### src/sv/tftp_pkg.sv
`timescale 1ns / 1ps
// ----------------------------------------------------------------------------
// TFTP session sequencer package
// Shared types and constants for the front and back parts of the sequencer.
// ----------------------------------------------------------------------------
package tftp_pkg;

	localparam logic [1:0] FUNC_REQ  = 2'd0;
	localparam logic [1:0] FUNC_PKT  = 2'd1;
	localparam logic [1:0] FUNC_TICK = 2'd2;

	localparam logic [15:0] OP_RRQ  = 16'd1;
	localparam logic [15:0] OP_WRQ  = 16'd2;
	localparam logic [15:0] OP_DATA = 16'd3;
	localparam logic [15:0] OP_ACK  = 16'd4;

	localparam logic [1:0] K_NONE = 2'd0;
	localparam logic [1:0] K_DATA = 2'd1;
	localparam logic [1:0] K_ACK  = 2'd2;
	localparam logic [1:0] K_ERR  = 2'd3;

	localparam logic [2:0] E_BUSY      = 3'd0;
	localparam logic [2:0] E_NOT_FOUND = 3'd1;
	localparam logic [2:0] E_ACCESS    = 3'd2;
	localparam logic [2:0] E_MALFORMED = 3'd3;
	localparam logic [2:0] E_BAD_MODE  = 3'd4;
	localparam logic [2:0] E_TID       = 3'd5;

	localparam logic [9:0] BLKSZ = 10'd512;
	localparam int MAXRES = 16;

	localparam logic [0:0] CFG_TIMEOUT = 1'd0;
	localparam logic [0:0] CFG_RETRIES = 1'd1;

	typedef struct packed {
		logic [1:0]  func;
		logic [3:0]  slot;
		logic [15:0] opcode;
		logic [15:0] block;
		logic [9:0]  payload_len;
		logic        sender_matches;
		logic        request_well_formed;
		logic        mode_is_octet;
		logic        lock_granted;
		logic        file_opened;
		logic [9:0]  read_len;
	} item_t;

	typedef struct packed {
		logic [3:0]  out_slot;
		logic [1:0]  send_kind;
		logic [15:0] send_block;
		logic [9:0]  data_len;
		logic [2:0]  error_kind;
		logic        session_opened;
		logic        session_closed;
		logic        last;
	} result_t;

	typedef enum logic [1:0] {
		ST_IDLE,
		ST_TICK,
		ST_WAIT
	} back_state_t;

	function automatic logic [9:0] clamp_len(input logic [9:0] v);
		clamp_len = (v > BLKSZ) ? BLKSZ : v;
	endfunction

endpackage

### src/sv/tftp_front.sv
`timescale 1ns / 1ps
// ----------------------------------------------------------------------------
// TFTP front queue
// Accepts event beats, drops events that cannot cause work and queues the rest.
// ----------------------------------------------------------------------------
module tftp_front
	import tftp_pkg::*;
(
	input  logic  clk,
	input  logic  arst_n,
	input  logic  push,
	output logic  full,
	input  item_t in_item,
	output logic  q_valid,
	output item_t q_item,
	input  logic  q_take
);

	item_t       mem_q [2];
	logic        wp_q, rp_q;
	logic [1:0]  cnt_q;
	logic        keep;
	logic        wr;

	assign full = (cnt_q == 2'd2);
	assign keep = (in_item.func == FUNC_TICK) || (in_item.func == FUNC_PKT) ||
		((in_item.func == FUNC_REQ) &&
		 ((in_item.opcode == OP_RRQ) || (in_item.opcode == OP_WRQ)));
	assign wr = push && !full && keep;
	assign q_valid = (cnt_q != 2'd0);
	assign q_item = mem_q[rp_q];

	always_ff @(posedge clk) begin
		if (wr) begin
			mem_q[wp_q] <= in_item;
		end
	end

	always_ff @(posedge clk or negedge arst_n) begin
		if (!arst_n) begin
			wp_q  <= 1'b0;
			rp_q  <= 1'b0;
			cnt_q <= 2'd0;
		end else begin
			if (wr) begin
				wp_q <= ~wp_q;
			end
			if (q_take) begin
				rp_q <= ~rp_q;
			end
			cnt_q <= cnt_q + {1'b0, wr} - {1'b0, q_take};
		end
	end

endmodule

### src/sv/tftp_back.sv
`timescale 1ns / 1ps
// ----------------------------------------------------------------------------
// TFTP back end
// Holds the slot table and turns each queued event into result beats.
// ----------------------------------------------------------------------------
module tftp_back
	import tftp_pkg::*;
#(
	parameter int SLOTS = 16
) (
	input  logic       clk,
	input  logic       arst_n,
	input  logic [7:0] timeout_ticks,
	input  logic [3:0] retry_limit,
	input  logic       q_valid,
	input  item_t      q_item,
	output logic       q_take,
	output logic       res_valid,
	output result_t    res,
	input  logic       res_pop
);

	localparam int SW = (SLOTS > 1) ? $clog2(SLOTS) : 1;

	logic [SLOTS-1:0] active_q;
	logic             is_write_q  [SLOTS];
	logic [15:0]      blk_q       [SLOTS];
	logic [9:0]       ldl_q       [SLOTS];
	logic             wfo_q       [SLOTS];
	logic [4:0]       retry_q     [SLOTS];
	logic [7:0]       idle_q      [SLOTS];

	back_state_t st_q, st_d;
	logic [SW-1:0] ti_q;
	logic [4:0]    tn_q;
	result_t       out_q;
	logic          ov_q;
	result_t       pend_q;
	logic          pv_q;

	logic          free_found;
	logic [SW-1:0] free_idx;
	logic [SW-1:0] ps;
	logic          slot_ok;
	logic          do_emit;
	result_t       em;
	logic          tick_last_slot;
	logic          tick_hit;
	logic          tick_inc;
	logic [4:0]    tick_retry;
	logic          out_free;
	logic          tick_go;
	logic          rel;
	result_t       rel_beat;

	always_comb begin
		free_found = 1'b0;
		free_idx   = '0;
		for (int i = SLOTS - 1; i >= 0; i--) begin
			if (!active_q[i]) begin
				free_found = 1'b1;
				free_idx   = SW'(i);
			end
		end
	end

	assign ps = SW'(q_item.slot);
	assign slot_ok = (int'(q_item.slot) < SLOTS) && active_q[ps];
	assign tick_last_slot = (ti_q == SW'(SLOTS - 1));
	assign tick_inc = (idle_q[ti_q] < 8'd255) &&
		({1'b0, idle_q[ti_q]} + 9'd1 < {1'b0, timeout_ticks});
	assign tick_hit = active_q[ti_q] && !tick_inc;
	assign tick_retry = retry_q[ti_q] + 5'd1;

	// output stage: a pending beat moves to the register when it frees
	assign res_valid = ov_q;
	assign res = out_q;
	assign q_take = (st_q == ST_IDLE) && q_valid && !pv_q;
	assign out_free = !ov_q || res_pop;
	assign tick_go = (st_q == ST_TICK) && (!pv_q || out_free);
	// during a tick the held beat leaves only when a newer beat replaces it
	assign rel = pv_q && out_free && ((st_q != ST_TICK) || do_emit);

	always_comb begin
		rel_beat = pend_q;
		rel_beat.last = pend_q.last || (st_q == ST_WAIT);
	end

	always_comb begin
		st_d = st_q;
		do_emit = 1'b0;
		em = '0;
		case (st_q)
			ST_IDLE: begin
				if (q_take) begin
					em.last = 1'b1;
					case (q_item.func)
						FUNC_REQ: begin
							if (!q_item.request_well_formed) begin
								do_emit = 1'b1;
								em.send_kind = K_ERR;
								em.error_kind = E_MALFORMED;
							end else if (!q_item.mode_is_octet) begin
								do_emit = 1'b1;
								em.send_kind = K_ERR;
								em.error_kind = E_BAD_MODE;
							end else if (free_found) begin
								do_emit = 1'b1;
								em.out_slot = 4'(free_idx);
								if (!q_item.lock_granted) begin
									em.send_kind = K_ERR;
									em.error_kind = E_BUSY;
								end else if (q_item.opcode == OP_RRQ) begin
									em.session_opened = 1'b1;
									if (!q_item.file_opened) begin
										em.send_kind = K_ERR;
										em.error_kind = E_NOT_FOUND;
										em.session_closed = 1'b1;
									end else begin
										em.send_kind = K_DATA;
										em.send_block = 16'd1;
										em.data_len = clamp_len(q_item.read_len);
									end
								end else begin
									em.session_opened = 1'b1;
									em.send_kind = K_ACK;
								end
							end
						end
						FUNC_PKT: begin
							em.out_slot = q_item.slot;
							if (slot_ok) begin
								if (!q_item.sender_matches) begin
									do_emit = 1'b1;
									em.send_kind = K_ERR;
									em.error_kind = E_TID;
								end else if (!is_write_q[ps]) begin
									if (q_item.opcode == OP_ACK &&
									    q_item.block == blk_q[ps]) begin
										do_emit = 1'b1;
										if (ldl_q[ps] < BLKSZ) begin
											em.session_closed = 1'b1;
										end else begin
											em.send_kind = K_DATA;
											em.send_block = blk_q[ps] + 16'd1;
											em.data_len = clamp_len(q_item.read_len);
										end
									end
								end else if (q_item.opcode == OP_DATA) begin
									if (q_item.block == blk_q[ps] + 16'd1) begin
										do_emit = 1'b1;
										if (!wfo_q[ps] && !q_item.file_opened) begin
											em.send_kind = K_ERR;
											em.error_kind = E_ACCESS;
											em.session_closed = 1'b1;
										end else begin
											em.send_kind = K_ACK;
											em.send_block = q_item.block;
											em.session_closed =
												clamp_len(q_item.payload_len) < BLKSZ;
										end
									end else if (q_item.block == blk_q[ps]) begin
										do_emit = 1'b1;
										em.send_kind = K_ACK;
										em.send_block = blk_q[ps];
									end
								end
							end
						end
						FUNC_TICK: begin
							st_d = ST_TICK;
						end
						default: begin
						end
					endcase
				end
			end
			ST_TICK: begin
				if (tick_go) begin
					em.out_slot = 4'(ti_q);
					if (tick_hit && tn_q < 5'(MAXRES)) begin
						do_emit = 1'b1;
						if (tick_retry > {1'b0, retry_limit}) begin
							em.session_closed = 1'b1;
						end else if (is_write_q[ti_q]) begin
							em.send_kind = K_ACK;
							em.send_block = blk_q[ti_q];
						end else begin
							em.send_kind = K_DATA;
							em.send_block = blk_q[ti_q];
							em.data_len = ldl_q[ti_q];
						end
					end
					if (tick_last_slot || (tick_hit && tn_q >= 5'(MAXRES))) begin
						st_d = ST_WAIT;
					end
				end
			end
			ST_WAIT: begin
				if (!pv_q || out_free) begin
					st_d = ST_IDLE;
				end
			end
			default: begin
				st_d = ST_IDLE;
			end
		endcase
	end

	always_ff @(posedge clk or negedge arst_n) begin
		if (!arst_n) begin
			st_q     <= ST_IDLE;
			active_q <= '0;
			ti_q     <= '0;
			tn_q     <= '0;
			ov_q     <= 1'b0;
			pv_q     <= 1'b0;
		end else begin
			st_q <= st_d;
			if (rel) begin
				ov_q <= 1'b1;
			end else if (res_pop) begin
				ov_q <= 1'b0;
			end
			if (do_emit) begin
				pv_q <= 1'b1;
			end else if (rel) begin
				pv_q <= 1'b0;
			end
			if (q_take && q_item.func == FUNC_TICK) begin
				ti_q <= '0;
				tn_q <= '0;
			end else if (tick_go) begin
				ti_q <= ti_q + SW'(1);
				if (do_emit) begin
					tn_q <= tn_q + 5'd1;
				end
			end
			if (q_take && q_item.func == FUNC_REQ && q_item.request_well_formed &&
			    q_item.mode_is_octet && free_found && q_item.lock_granted &&
			    (q_item.opcode == OP_WRQ || q_item.file_opened)) begin
				active_q[free_idx] <= 1'b1;
			end
			if (q_take && q_item.func == FUNC_PKT && do_emit && em.session_closed) begin
				active_q[ps] <= 1'b0;
			end
			if (st_q == ST_TICK && do_emit && em.session_closed) begin
				active_q[ti_q] <= 1'b0;
			end
		end
	end

	// tick beats: each new beat is held in pend; the previous one is released as
	// not-last. The held beat is marked last when the scan ends.
	always_ff @(posedge clk) begin
		if (do_emit) begin
			pend_q <= em;
		end
		if (rel) begin
			out_q <= rel_beat;
		end
	end

	always_ff @(posedge clk) begin
		if (q_take && q_item.func == FUNC_REQ && q_item.request_well_formed &&
		    q_item.mode_is_octet && free_found && q_item.lock_granted) begin
			retry_q[free_idx] <= '0;
			idle_q[free_idx]  <= '0;
			is_write_q[free_idx] <= (q_item.opcode == OP_WRQ);
			blk_q[free_idx] <= (q_item.opcode == OP_RRQ) ? 16'd1 : 16'd0;
			ldl_q[free_idx] <= clamp_len(q_item.read_len);
			wfo_q[free_idx] <= 1'b0;
		end
		if (q_take && q_item.func == FUNC_PKT && slot_ok && q_item.sender_matches) begin
			idle_q[ps]  <= '0;
			retry_q[ps] <= '0;
			if (do_emit && !em.session_closed && em.send_kind == K_DATA) begin
				blk_q[ps] <= em.send_block;
				ldl_q[ps] <= em.data_len;
			end
			if (do_emit && is_write_q[ps] && em.send_kind == K_ACK &&
			    q_item.block == blk_q[ps] + 16'd1) begin
				blk_q[ps] <= q_item.block;
				wfo_q[ps] <= 1'b1;
			end
		end
		if (tick_go && active_q[ti_q]) begin
			if (tick_inc) begin
				idle_q[ti_q] <= idle_q[ti_q] + 8'd1;
			end else if (do_emit) begin
				retry_q[ti_q] <= tick_retry;
				idle_q[ti_q]  <= '0;
			end
		end
	end

endmodule

### src/sv/tftp_session_sequencer_unit.sv
`timescale 1ns / 1ps
// ----------------------------------------------------------------------------
// TFTP session sequencer
// Slot table controller for TFTP server transfers, one event per beat.
// ----------------------------------------------------------------------------
// Input channel: push/full, one event beat (request, packet or tick).
// Result channel: empty/pop, zero or more result beats per event, last marks
// the final beat of an event; events giving no result produce no beat.
// A two-entry queue sits between the front and the back end.
// A request or packet result is registered in the pending and output stages;
// the back end takes no new event while a result beat is still pending.
// A tick walks the slot table one slot a cycle unless the receiver stalls,
// then passes through a wait state before the next event is taken.
// Each tick beat is held one step so it can be marked last; a stalled
// receiver holds the back end and then fills the queue, raising full.
// Configuration writes (wr_en, wr_index, wr_data) take effect at once; the
// user must make them only while idle, as the block does not enforce this.
// Reset clears all slots to free and restores timeout 5 and retries 5.
// ----------------------------------------------------------------------------
module tftp_session_sequencer_unit
	import tftp_pkg::*;
#(
	parameter int SLOTS = 16
) (
	input  logic        clk,
	input  logic        arst_n,
	input  logic        wr_en,
	input  logic [0:0]  wr_index,
	input  logic [7:0]  wr_data,
	input  logic        push,
	output logic        full,
	input  logic [1:0]  func,
	input  logic [3:0]  slot,
	input  logic [15:0] opcode,
	input  logic [15:0] block,
	input  logic [9:0]  payload_len,
	input  logic        sender_matches,
	input  logic        request_well_formed,
	input  logic        mode_is_octet,
	input  logic        lock_granted,
	input  logic        file_opened,
	input  logic [9:0]  read_len,
	output logic        empty,
	input  logic        pop,
	output logic [3:0]  out_slot,
	output logic [1:0]  send_kind,
	output logic [15:0] send_block,
	output logic [9:0]  data_len,
	output logic [2:0]  error_kind,
	output logic        session_opened,
	output logic        session_closed,
	output logic        last
);

	logic [7:0] timeout_q;
	logic [3:0] retries_q;
	item_t      in_item, q_item;
	logic       q_valid, q_take, res_valid;
	result_t    res;

	always_ff @(posedge clk or negedge arst_n) begin
		if (!arst_n) begin
			timeout_q <= 8'd5;
			retries_q <= 4'd5;
		end else if (wr_en) begin
			if (wr_index == CFG_TIMEOUT) begin
				timeout_q <= wr_data;
			end else begin
				retries_q <= wr_data[3:0];
			end
		end
	end

	always_comb begin
		in_item.func = func;
		in_item.slot = slot;
		in_item.opcode = opcode;
		in_item.block = block;
		in_item.payload_len = payload_len;
		in_item.sender_matches = sender_matches;
		in_item.request_well_formed = request_well_formed;
		in_item.mode_is_octet = mode_is_octet;
		in_item.lock_granted = lock_granted;
		in_item.file_opened = file_opened;
		in_item.read_len = read_len;
	end

	tftp_front u_front (
		.clk(clk), .arst_n(arst_n), .push(push), .full(full), .in_item(in_item),
		.q_valid(q_valid), .q_item(q_item), .q_take(q_take)
	);

	tftp_back #(.SLOTS(SLOTS)) u_back (
		.clk(clk), .arst_n(arst_n), .timeout_ticks(timeout_q),
		.retry_limit(retries_q), .q_valid(q_valid), .q_item(q_item),
		.q_take(q_take), .res_valid(res_valid), .res(res), .res_pop(pop)
	);

	assign empty = !res_valid;
	assign out_slot = res.out_slot;
	assign send_kind = res.send_kind;
	assign send_block = res.send_block;
	assign data_len = res.data_len;
	assign error_kind = res.error_kind;
	assign session_opened = res.session_opened;
	assign session_closed = res.session_closed;
	assign last = res.last;

endmodule

### config.mk
export PLATFORM = sky130hd
export DESIGN_NAME = tftp_session_sequencer_unit
export DESIGN_NICKNAME = d
export VERILOG_FILES = /design/src/sv/tftp_pkg.sv /design/src/sv/tftp_front.sv /design/src/sv/tftp_back.sv /design/src/sv/tftp_session_sequencer_unit.sv
export SDC_FILE = /design/constraint.sdc
export NUM_CORES = 1
export LEC_CHECK = 0
export BUFFER_PORTS_ARGS = -buffer_cell sky130_fd_sc_hd__buf_2
export CORE_MARGIN = 2
export CORE_UTILIZATION = 40
export DETAILED_ROUTE_END_ITERATION = 6
export SLEW_MARGIN = 10
export SYNTH_ARGS = -nofsm -noshare
export SYNTH_HDL_FRONTEND = slang
export SYNTH_SLANG_ARGS = --single-unit
### constraint.sdc
create_clock -name clk -period 11.9 [get_ports clk]
set_input_delay 1.19 -clock clk [delete_from_list [all_inputs] [get_ports clk]]
set_output_delay 1.19 -clock clk [all_outputs]
set_load 0.02 [all_outputs]
==> impl_metrics.tcl <==
set metrics [dict create \
    status "complete, no violations" \
    wl_per_cell_microns 28.0 \
    track_usage_pct 21.5 \
    cts_made_buffers 93 \
    netlist_instances 2495 \
    synth_async_sr_flop_share_pct 5.08 \
    numClockSinks 885 \
    multi_input_comb_area_sq_mm 0.0127 \
    cts_tree "built" \
    fp-row-count 115 \
    critPathRequiredTime_ns 12.19 \
    worstMarginPinSlew_ns 1.35 \
    syn_to_final_growth_pct 12.5 \
    seq_area_frac_synth_pct 66.1 \
    start_util_pct 40.5 \
    fmax_mhz 128 \
    critPathLaunchType "flop" \
    p_per_area_mw_per_mm2 202 \
    diodes 0 \
    portBuffers 107 \
    hpwl_mm 69.3 \
    slowest_delay_ns 1.08 \
    grt_pass1_wl_mm 163 \
    gr-total-overflow 0 \
    die_h_microns 320 \
    pin_count 117 \
    clk_path_buf_depth 3 \
    drive_above_1_share_pct 23.1 \
    irDropWorstVdd_mv 0.159 \
    cts_root_buf "clkbuf_16" \
    hold_buffers 0 \
    crit_chain "mux4_2, mux4_2, ha_1, and2_1, nand3_1, xnor2_1, ha_1, a211oi_1, o21ai_0, o221ai_1, a311oi_2, buf_4, and3_1, buf_4, nand2b_1, and2_1, a41oi_1, and4bb_4, nand2b_4, a31o_2" \
    synth_nets 2594 \
    rsz0062_at_grt "false" \
    reg2reg_depth 20 \
    synth_seq_cells 885 \
    via_count 24543 \
    synth_top_area_share_pct 63.3 \
    antenna_found_initial 5 \
    yosys.area.top_type "edfxtp_1" \
    wl_mm 111 \
    p_leak_uw 0.0133 \
    drt-initial-drc-count 3126 \
    clk_latency_ns 0.68 \
    period_minus_slack_ns 7.82 \
    grt_start_max_net_pins 66 \
    coreArea_sq_mm 0.0986 \
    yosysUniqueCellTypes 98 \
    ys_warn_count 0 \
    cp_top_family "simple AND/OR/NAND/NOR gates" \
    ctsResizeCount 0 \
    viasPerCell 6.17 \
    final.setup.tns_ns 0 \
    synth_area_sq_mm 0.0399 \
    hold_viol 0 \
    first_global_vias 24795 \
    endpoint_kind "flop" \
    die_x_microns 320 \
    maxSlewHeadroom_pct 9.02 \
    maxCapViolations 0 \
    synth_edf_count 840 \
    drv_slew 0 \
    gp_congestion 0.864 \
    postCtsSetupBuffers 0 \
    skew_ns 0.0339 \
    yosys-top-cells-area "edfxtp_1 63%, mux4_2 13%, dfrtp_1 2.6%, a21oi_1 2.5%, nand2_1 1.3%" \
    h-tree-depth 3 \
    fin_nets 2717 \
    hold_depth 0 \
    postSynthAreaPerCell_sq_um 16.0 \
    register_area_sq_mm 0.0264 \
    critPathKind "flop to flop" \
    clkTransAtPathRegs_ns 0.06 \
    final-setup-viol-count 0 \
    drc 0 \
    post-route-util_pct 45.5 \
    hp-class "flop to flop" \
    fin_crit_sh_pct 65.7 \
    synthFlopType "edfxtp_1" \
    drtPass1Iterations 6 \
    critPathBufInv 2 \
    slowest_stage "dfrtp_4" \
    ant_nets 0 \
    path_depth 20 \
    dieArea_sq_mm 0.102 \
    critPathMaxFanout 49 \
    fillers 8399 \
    arrival_ns 8.11 \
]
placed cells by master (no fill, tap or decap), drive strengths merged, types with 31 or more instances in the layout:
cell type	instances
nor3	75
dfrtp	41
nand3	31
nor2	128
clkinv	35
nand2	142
and2	37
o21ai	57
a21oi	207
inv	77
mux4	227
mux2i	55
edfxtp	840
buf	174
o41ai	36
xnor2	33
clkbuf	126
cells in the mapped netlist (all sizes together), types with 7 or more instances:
master / count
edfxtp: 840
mux4: 227
a21oi: 207
nand2: 142
nor2: 128
buf: 79
nor3: 75
inv: 74
clkbuf: 67
o21ai: 57
mux2i: 55
dfrtp: 41
and2: 37
o41ai: 36
xnor2: 33
nand3: 31
o22ai: 30
ha: 22
nand4: 20
nor2b: 20
mux2: 19
xor2: 18
a22oi: 16
o31a: 14
nor4: 13
a31oi: 12
nand2b: 12
or2: 12
o2111ai: 11
o21a: 10
a2111oi: 9
a211oi: 9
a311oi: 8
a32oi: 8
or3: 8
nand3b: 7
o31ai: 7
per-layer routing:
metal,part of all wire [%],up-vias,track usage [%]
met2,46,1320,33.6
met5,0.012,-,0
met1,42,12709,30.2
met3,9.2,222,4.50
li1,-,10290,-
met4,2.7,2,6.67
cell type report:
class	instances	share of cell area (%)
clock buffers	126	5.64
multi-input cells	1387	28.2
inverters	77	0.644
repair buffers	174	2.31
flip-flops and latches	885	58.8
clock inverters	41	0.806
well taps	1287	3.59
through the flow:
stage               worst slack (ns)  hold WS [ns]  area (sq um)  power [uW]  cells
detailed placement              4.06         0.405         42000        6370   3810
CTS                             4.05         0.412         44900        9120   3977
global route                    3.68         0.423         44900        9450   3977
finish                          4.08         0.415         44900        9080   3977
global placement                4.12         0.400         42000        6340   3810
floorplan                       4.65         0.400         39900        5620   2495
kinds of logic after synthesis:
| group | synth area share [%] |
|---|---|
| AND/OR/NAND/NOR | 6.79 |
| AO/OA/AOI/OAI | 7.78 |
| multiplexers | 14.8 |
| flip-flops | 66.1 |
| adder cells (fa/ha/maj) | 0.690 |
| XOR/XNOR | 1.16 |
| buffers and inverters | 2.64 |
flip-flops by register name, summed over array words and instances, names as in the netlist, 2 cells and up:
signal / flops
u_back.active_q: 16
u_front.mem_q: 108
u_back.wfo_q: 16
u_back.is_write_q: 16
u_back.tn_q: 5
u_back.ti_q: 4
retries_q: 4
u_back.st_q: 2
u_back.res: 38
u_front.cnt_q: 2
u_back.ldl_q: 160
u_back.retry_q: 80
u_back.pend_q: 38
u_back.idle_q: 128
u_back.blk_q: 256
timeout_q: 8
worst paths after layout:
kind / startpoint / endpoint / slack, ns
hold / removal: u_back.pend_q[20]$_DFFE_PN_ / u_back.res[20]$_DFFE_PP_ / 0.42
setup reg to reg: u_back.ti_q[0]$_DFFE_PN0P_ / u_back.blk_q[5][7]$_DFFE_PP_ / 4.08
min in group asynchronous: arst_n / u_front.wp_q$_DFFE_PN0P_ / 0.62
hold reg to reg: u_back.pend_q[20]$_DFFE_PN_ / u_back.res[20]$_DFFE_PP_ / 0.42
max in group asynchronous: arst_n / u_back.ti_q[0]$_DFFE_PN0P_ / 10.76
setup / recovery: u_back.ti_q[0]$_DFFE_PN0P_ / u_back.blk_q[5][7]$_DFFE_PP_ / 4.08
power breakdown:
part           internal, uW  leakage (uW)  switching (uW)
sequential             3640       0.00736             166
clock                  1530       0.00139            1220
combinational           941       0.00454            1580
total                  6110        0.0133            2970
(Power assumes the default switching activity.)
